**config.mk**
```make
export PLATFORM = sky130hd
export DESIGN_NAME = rcs_ctrl
export DESIGN_NICKNAME = d
export VERILOG_FILES = /design/src/rcs_pkg.sv /design/src/rcs_ctrl.sv
export SDC_FILE = /design/constraint.sdc
export NUM_CORES = 1
export LEC_CHECK = 0
export BUFFER_PORTS_ARGS = -buffer_cell sky130_fd_sc_hd__buf_4
export CORE_AREA = 5 5 42 44
export CTS_CLUSTER_DIAMETER = 30
export DETAILED_ROUTE_END_ITERATION = 12
export DIE_AREA = 0 0 47 49
export SLEW_MARGIN = 25
export SYNTH_ARGS = -nofsm -noshare
export SYNTH_HDL_FRONTEND = slang
export SYNTH_SLANG_ARGS = --single-unit
```
**constraint.sdc**
```tcl
create_clock -name clk -period 2.34 [get_ports clk]
set_input_delay 0.117 -clock clk [delete_from_list [all_inputs] [get_ports clk]]
set_output_delay 0.117 -clock clk [all_outputs]
set_load 0.05 [all_outputs]
```
**src/rcs_pkg.sv**
```systemverilog
// Package for the rank counting sort block: payload types, controller
// command and status structs, and default sizing. No dependencies.

package rcs_pkg;

  // Default capacity of one set.
  localparam int RCS_MAX_ITEMS = 64;

  // Input transaction payload.
  typedef struct packed {
    logic signed [31:0] value;
    logic               end_of_set;
  } rcs_in_t;

  // Result transaction payload.
  typedef struct packed {
    logic signed [31:0] sorted_value;
    logic               end_of_run;
    logic               overflow;
  } rcs_out_t;

  // Commands from the controller to the datapath.
  typedef struct packed {
    logic store;      // take the accepted input value into the input store
    logic issue;      // read the next compare operand and advance the scan index
    logic place;      // write the ranked key to the sorted store, next key
    logic out_load;   // load the output register with the next sorted value
    logic clear_set;  // reset fill count and drop flag for the next set
  } rcs_cmd_t;

  // Status from the datapath to the controller.
  typedef struct packed {
    logic j_last;     // scan index is at the last loaded entry
    logic i_last;     // key or emit index is at the last loaded entry
    logic out_busy;   // output register holds a result that is not taken
  } rcs_status_t;

endpackage

```
**src/rcs_ctrl.sv**
```systemverilog
// Controller state machine of the rank counting sort block.
// Depends on rcs_pkg for the command and status structs.

module rcs_ctrl
  import rcs_pkg::*;
(
  input  logic        clk,
  input  logic        rst_n,
  input  logic        in_valid,
  input  logic        in_end,
  output logic        in_ready,
  input  rcs_status_t status,
  output rcs_cmd_t    cmd
);

  typedef enum logic [2:0] {
    S_LOAD,
    S_SCAN,
    S_PLACE,
    S_EMIT_RD,
    S_EMIT_LD
  } state_t;

  state_t state_r;
  state_t state_nxt;

  // Commands follow directly from the state, the status and the input handshake.
  always_comb begin
    cmd           = '0;
    in_ready      = (state_r == S_LOAD);
    state_nxt     = state_r;
    unique case (state_r)
      S_LOAD: begin
        cmd.store = in_valid;
        if (in_valid && in_end) begin
          state_nxt = S_SCAN;
        end
      end
      S_SCAN: begin
        cmd.issue = 1'b1;
        if (status.j_last) begin
          state_nxt = S_PLACE;
        end
      end
      S_PLACE: begin
        cmd.place = 1'b1;
        state_nxt = status.i_last ? S_EMIT_RD : S_SCAN;
      end
      S_EMIT_RD: begin
        state_nxt = S_EMIT_LD;
      end
      S_EMIT_LD: begin
        if (!status.out_busy) begin
          cmd.out_load  = 1'b1;
          cmd.clear_set = status.i_last;
          state_nxt     = status.i_last ? S_LOAD : S_EMIT_RD;
        end
      end
      default: begin
        state_nxt = S_LOAD;
      end
    endcase
  end

  // State register.
  always_ff @(posedge clk) begin
    if (!rst_n) begin
      state_r <= S_LOAD;
    end else begin
      state_r <= state_nxt;
    end
  end

endmodule

```
==> impl_metrics.py, run 1 <==
metrics = {
    "clock_network": {
        "cts-root-buf": "clkbuf_4",
        "cts_max_path_buffers": 2,
        "cts_buffers": 3,
        "cts-hold-fix-buffers": 0,
        "clkSlewWorstSetupHoldPaths_ns": 0.03,
        "clock_latency_ns": 0.23,
        "htree_levels": 1,
        "clock_sinks": 3,
        "post-cts-setup-buffer-count": 0,
        "cts_tree": "done",
        "cts_resized": 0,
    },
    "floorplan": {
        "die_x_um": 47,
        "rows": 14,
        "start_util_pct": 20.4,
        "dieArea_mm2": 0.00230,
        "io_pins": 13,
        "die_h_um": 49,
        "core-area_mm2": 0.00140,
    },
    "global_routing": {
        "grt_pass1_vias": 213,
        "grtUsageTotal_pct": 5.07,
        "antenna_found_initial": 0,
        "grt_max_degree": 13,
        "grt-ovfl-total": 0,
        "grt_first_pass_wirelength_um": 821,
    },
    "timing": {
        "tns_ns": 0,
        "tightestPinTransition_ns": 0.429,
        "period_share_pct": 63.4,
        "setup_viol": 0,
        "hold_viol_final": 0,
        "clock_skew_ns": 0.00124,
        "relSlewSlack_pct": 71.3,
        "period_needed_ns": 1.48,
        "rsz0062_at_grt": "no",
        "holdWs_ns": 0.141,
        "timing.final.max_slew_violations": 0,
        "fmax_mhz": 674,
        "setup_slack_ns": 0.856,
    },
    "logic_synthesis": {
        "synth_cells": 27,
        "syn_area_um2": 287,
        "yosys_warnings": 0,
        "ys_ff_latch": 3,
        "ys_seq_area_share_pct": 21.0,
        "synth.avg_cell_area_um2": 10.6,
        "syn-num-nets": 34,
        "synth.distinct_cells": 19,
    },
    "drt": {
        "vias": 228,
        "antenna_left": 0,
        "drtIter0Drc": 0,
        "drt-total-wl_um": 566,
        "firstDrtPassIters": 1,
        "post-route-drc-count": 0,
        "wl_per_cell_um": 10.1,
        "vias_per_cell": 4.07,
    },
    "cells_and_area": {
        "n_antenna_cell": 0,
        "final_cells": 56,
        "biggestRegsByFlops": "state_r (3)",
        "layout-drive-gt1-share_pct": 57.5,
        "regMostFlops": "state_r",
        "largest_reg_flops": 3,
        "nNetsFinal": 48,
        "syn_to_final_growth_pct": 35.8,
        "post-route-util_pct": 27.8,
    },
    "setup_path": {
        "crit_required_ns": 2.22,
        "start_kind": "flop",
        "arrival_ns": 1.37,
        "endpoint_kind": "primary output",
        "path_class": "reg2out",
        "path_max_fanout": 12,
    },
    "run_status": {
        "run_status": "complete, no violations",
    },
    "place": {
        "gp_congestion": 0.584,
        "placed_cells": 52,
        "dp_hpwl_um": 460,
        "pre_cts_slack_ns": 1.07,
        "portBuffers": 12,
    },
    "power": {
        "ir_drop_v": 0.000186,
        "p_leak_uw": 0.000162,
        "power_density_mw_per_mm2": 504,
    },
    "flow_run": {
        "max_cap_viol_count": 0,
    },
    "worst_hold_path": {
        "hp-class": "in2reg",
    },
}
==> cell usage in the layout (no fill, tap or decap) <==
cell	netlist	routed
a31oi_1	2	2
o41ai_4	1	1
nor2b_4	1	1
and3b_2	2	2
nor2b_1	1	1
buf_4	0	12
clkbuf_1	0	1
dfxtp_1	3	3
nor2_1	2	2
nor3_1	1	1
nor3b_1	1	1
nand2_1	1	1
nor3b_2	1	1
a21oi_1	1	1
inv_1	1	1
nor4b_4	1	1
o21a_1	1	1
and2_1	2	2
o32a_2	1	1
and4bb_2	1	1
clkbuf_4	0	3
==> critical path, cell delays in order (launching register included) <==
cell	delay [ns]
dfxtp_1	0.53
nor4b_4	0.27
and2_1	0.15
buf_4	0.19
==> cells by family after synthesis <==
family | after synthesis | share of synthesized area (%)
and+or+nand+nor | 14 | 43.7
AOI/OAI and AO/OA | 6 | 22.3
buffers and inverters | 4 | 13.1
DFF | 3 | 21.0
==> per-layer routing <==
metal | track usage [%] | routed length, µm | up-vias
met4 | 4.15 | 0 | 0
met1 | 5.70 | 223 | 98
met2 | 6.79 | 301 | 6
met5 | 0 | 0 | -
li1 | - | - | 124
met3 | 2.58 | 41 | 0
==> power breakdown <==
group / internal, µW / switching (µW) / total (µW)
Combinational: 21.5 / 28.8 / 50.3
Clock: 63.7 / 23.4 / 87.1
Sequential: 53.3 / 5.54 / 58.8
==> cell usage after synthesis <==
library cell / count / area share, %
inv_1: 1 / 1.3
dfxtp_1: 3 / 21
nor4b_4: 1 / 8.3
o41ai_4: 1 / 9.6
and3b_2: 2 / 7.0
nor2b_4: 1 / 4.8
o21a_1: 1 / 2.6
nor2_1: 2 / 2.6
nand2_1: 1 / 1.3
a31oi_1: 2 / 4.4
o32a_2: 1 / 3.9
nor3b_1: 1 / 2.6
nor3_1: 1 / 1.7
and2_1: 2 / 4.4
nor2b_1: 1 / 2.2
buf_6: 3 / 12
nor3b_2: 1 / 4.4
a21oi_1: 1 / 1.7
and4bb_2: 1 / 4.4
==> worst paths after layout <==
| check | cells past startpoint | endpoint | slack (ns) | start |
|---|---|---|---|---|
| max | 3 | cmd[0] | 0.86 | state_r[2]$_SDFFE_PN0P_ |
| min | 3 | state_r[1]$_SDFFE_PN0P_ | 0.14 | rst_n |
| max reg2reg | 3 | state_r[0]$_SDFFE_PN0P_ | 1.10 | state_r[2]$_SDFFE_PN0P_ |
| min reg2reg | 2 | state_r[2]$_SDFFE_PN0P_ | 0.72 | state_r[2]$_SDFFE_PN0P_ |
==> area by class of cell <==
class,count,area (µm²)
fill,162,1010
multi-input combinational,20,189
timing repair buffer,12,90.1
sequential,3,60.1
clock buffer,4,26.3
tap,16,20.0
inverter,1,3.75
==> through the flow <==
step	area, µm²	total power [µW]
after floorplan	287	94.1
after global placement	363	110
after detailed placement	363	111
after CTS	389	203
after global routing	389	213
final	389	196
Power figures use the tool's default switching activity.
==> inputs of run 2 (changes only) <==
==> constraint.sdc (replaced) <==
create_clock -name clk -period 1.47 [get_ports clk]
set_input_delay 0.0735 -clock clk [delete_from_list [all_inputs] [get_ports clk]]
set_output_delay 0.0735 -clock clk [all_outputs]
set_load 0.05 [all_outputs]
==> run 2 against run 1 <==
Against the previous run: first-iteration DRC count is the same; register-to-register slack got worse by 0.70 ns; flip-flop and latch count is the same; clock power rose by 65%; final cell count grew 1.8%; clock skew rose by 0.00051 ns; critical path type unchanged.
==> impl_metrics.py, run 2 (same netlist as run 1, synthesis figures left out) <==
metrics = {
    "run_status": {
        "run_status": "complete, no violations",
    },
    "drt": {
        "vias_per_cell": 4.32,
        "dr_wl_met2_um": 283,
        "vias": 246,
        "antenna_left": 0,
        "top_layer": "met4",
        "route.met3.wl_um": 69,
        "drt-total-wl_um": 570,
        "met1_length_um": 214,
        "drtIter0Drc": 0,
        "firstDrtPassIters": 1,
        "post-route-drc-count": 0,
        "wl_per_cell_um": 10.0,
    },
    "clock_network": {
        "htree_levels": 1,
        "post-cts-setup-buffer-count": 0,
        "cts_tree": "done",
        "clock_sinks": 3,
        "clock_latency_ns": 0.23,
        "cts_buffers": 3,
        "cts-root-buf": "clkbuf_4",
        "cts_max_path_buffers": 2,
        "clkSlewWorstSetupHoldPaths_ns": 0.04,
    },
    "global_routing": {
        "grt_max_degree": 11,
        "grt_first_pass_wirelength_um": 876,
        "grt-ovfl-total": 0,
        "grtUsageTotal_pct": 5.77,
        "antenna_found_initial": 0,
        "grt_pass1_vias": 207,
    },
    "floorplan": {
        "core-area_mm2": 0.00140,
        "dieArea_mm2": 0.00230,
        "start_util_pct": 20.4,
        "die_h_um": 49,
        "io_pins": 13,
        "rows": 14,
        "die_x_um": 47,
    },
    "timing": {
        "rsz0062_at_grt": "no",
        "setup_viol": 0,
        "setup_slack_ns": 0.143,
        "period_needed_ns": 1.33,
        "relSlewSlack_pct": 82.0,
        "hold_viol_final": 0,
        "clock_skew_ns": 0.00175,
        "fmax_mhz": 753,
        "timing.final.max_slew_violations": 0,
        "tightestPinTransition_ns": 0.269,
        "period_share_pct": 90.3,
    },
    "worst_hold_path": {
        "hp-class": "in2reg",
    },
    "setup_path": {
        "start_kind": "flop",
        "path_max_fanout": 10,
        "worst_path_largest_cell_delay_ns": 0.38,
        "arrival_ns": 1.25,
        "endpoint_kind": "primary output",
        "critPathSlowestCell": "dfxtp_2",
        "path_cells": "nor4b_4, and2_4, buf_4",
        "crit_required_ns": 1.40,
        "path_class": "reg2out",
    },
    "cells_and_area": {
        "nNetsFinal": 49,
        "final_cells": 57,
        "layout_common_cells": "buf_4, clkbuf_4, dfxtp_2",
        "syn_to_final_growth_pct": 46.3,
        "n_antenna_cell": 0,
        "multi_input_area_um2": 208,
        "layout-drive-gt1-share_pct": 73.2,
        "biggestRegsByFlops": "state_r (3)",
        "largest_reg_flops": 3,
        "regMostFlops": "state_r",
        "area.sequential_um2": 63.8,
        "final_common_cell": "buf_4",
        "nFillCells": 162,
        "stdcell_area_um2": 419,
    },
    "flow_run": {
        "max_cap_viol_count": 0,
    },
    "place": {
        "dpl_cell_area_um2": 389,
        "dp_hpwl_um": 468,
        "portBuffers": 12,
        "placed_cells": 53,
        "pre_cts_slack_ns": 0.256,
        "gp_congestion": 0.659,
    },
    "power": {
        "p_leak_uw": 0.000178,
        "ir_drop_v": 0.000370,
        "power_density_mw_per_mm2": 773,
    },
}
==> run 2: final timing paths <==
path / start / endpoint / slack [ns] / cells after the start
max: state_r[1]$_SDFFE_PN0P_ / cmd[0] / 0.14 / 3
min reg2reg: state_r[2]$_SDFFE_PN0P_ / state_r[2]$_SDFFE_PN0P_ / 0.60 / 2
max reg2reg: state_r[2]$_SDFFE_PN0P_ / state_r[0]$_SDFFE_PN0P_ / 0.40 / 3
min: rst_n / state_r[0]$_SDFFE_PN0P_ / 0.09 / 3
==> run 2: power breakdown <==
part | switching [µW] | internal (µW) | leakage (µW) | total [µW]
combinational | 46.5 | 37.2 | 0.000137 | 83.7
clock | 42.6 | 102 | 0.0000150 | 144
sequential | 10.4 | 85.5 | 0.0000258 | 95.9
total | 99.5 | 224 | 0.000178 | 324
==> run 2: final cells by class <==
class / instances / share of cell area, %
clock buffers: 4 / 6.27
flip-flops and latches: 3 / 15.2
inverters: 1 / 0.896
multi-input cells: 20 / 49.6
well taps: 16 / 4.78
repair buffers: 13 / 23.3
==> run 2: worst max-delay path, delay by kind of cell (launching register included) <==
family | cells | cell delay (ns)
and+or+nand+nor | 2 | 0.45
DFF | 1 | 0.38
buffers and inverters | 1 | 0.18
==> run 2: timing repair <==
action | 4_1_cts | 5_1_grt
endpoints found under the setup margin | 0 | 2
hold buffers | 0 | 0
gates resized for setup | 0 | 3
==> run 2: metrics by stage <==
step | setup TNS (ns) | total power [µW] | hold slack (ns) | utilization, %
floorplan | -0.0908 | 155 | 0.185 | -
global placement | 0 | 181 | 0.323 | 27.8
detailed placement | 0 | 181 | 0.328 | 27.8
CTS | 0 | 335 | 0.0812 | 29.6
global route | 0 | 352 | 0.0733 | 29.9
finish | 0 | 324 | 0.0852 | 29.9
==> run 2: metal layers <==
metal / GRT usage [%] / vias up
met5: 0 / -
met2: 7.24 / 8
met3: 5.54 / 2
met4: 4.15 / 0
li1: - / 126
met1: 5.71 / 110
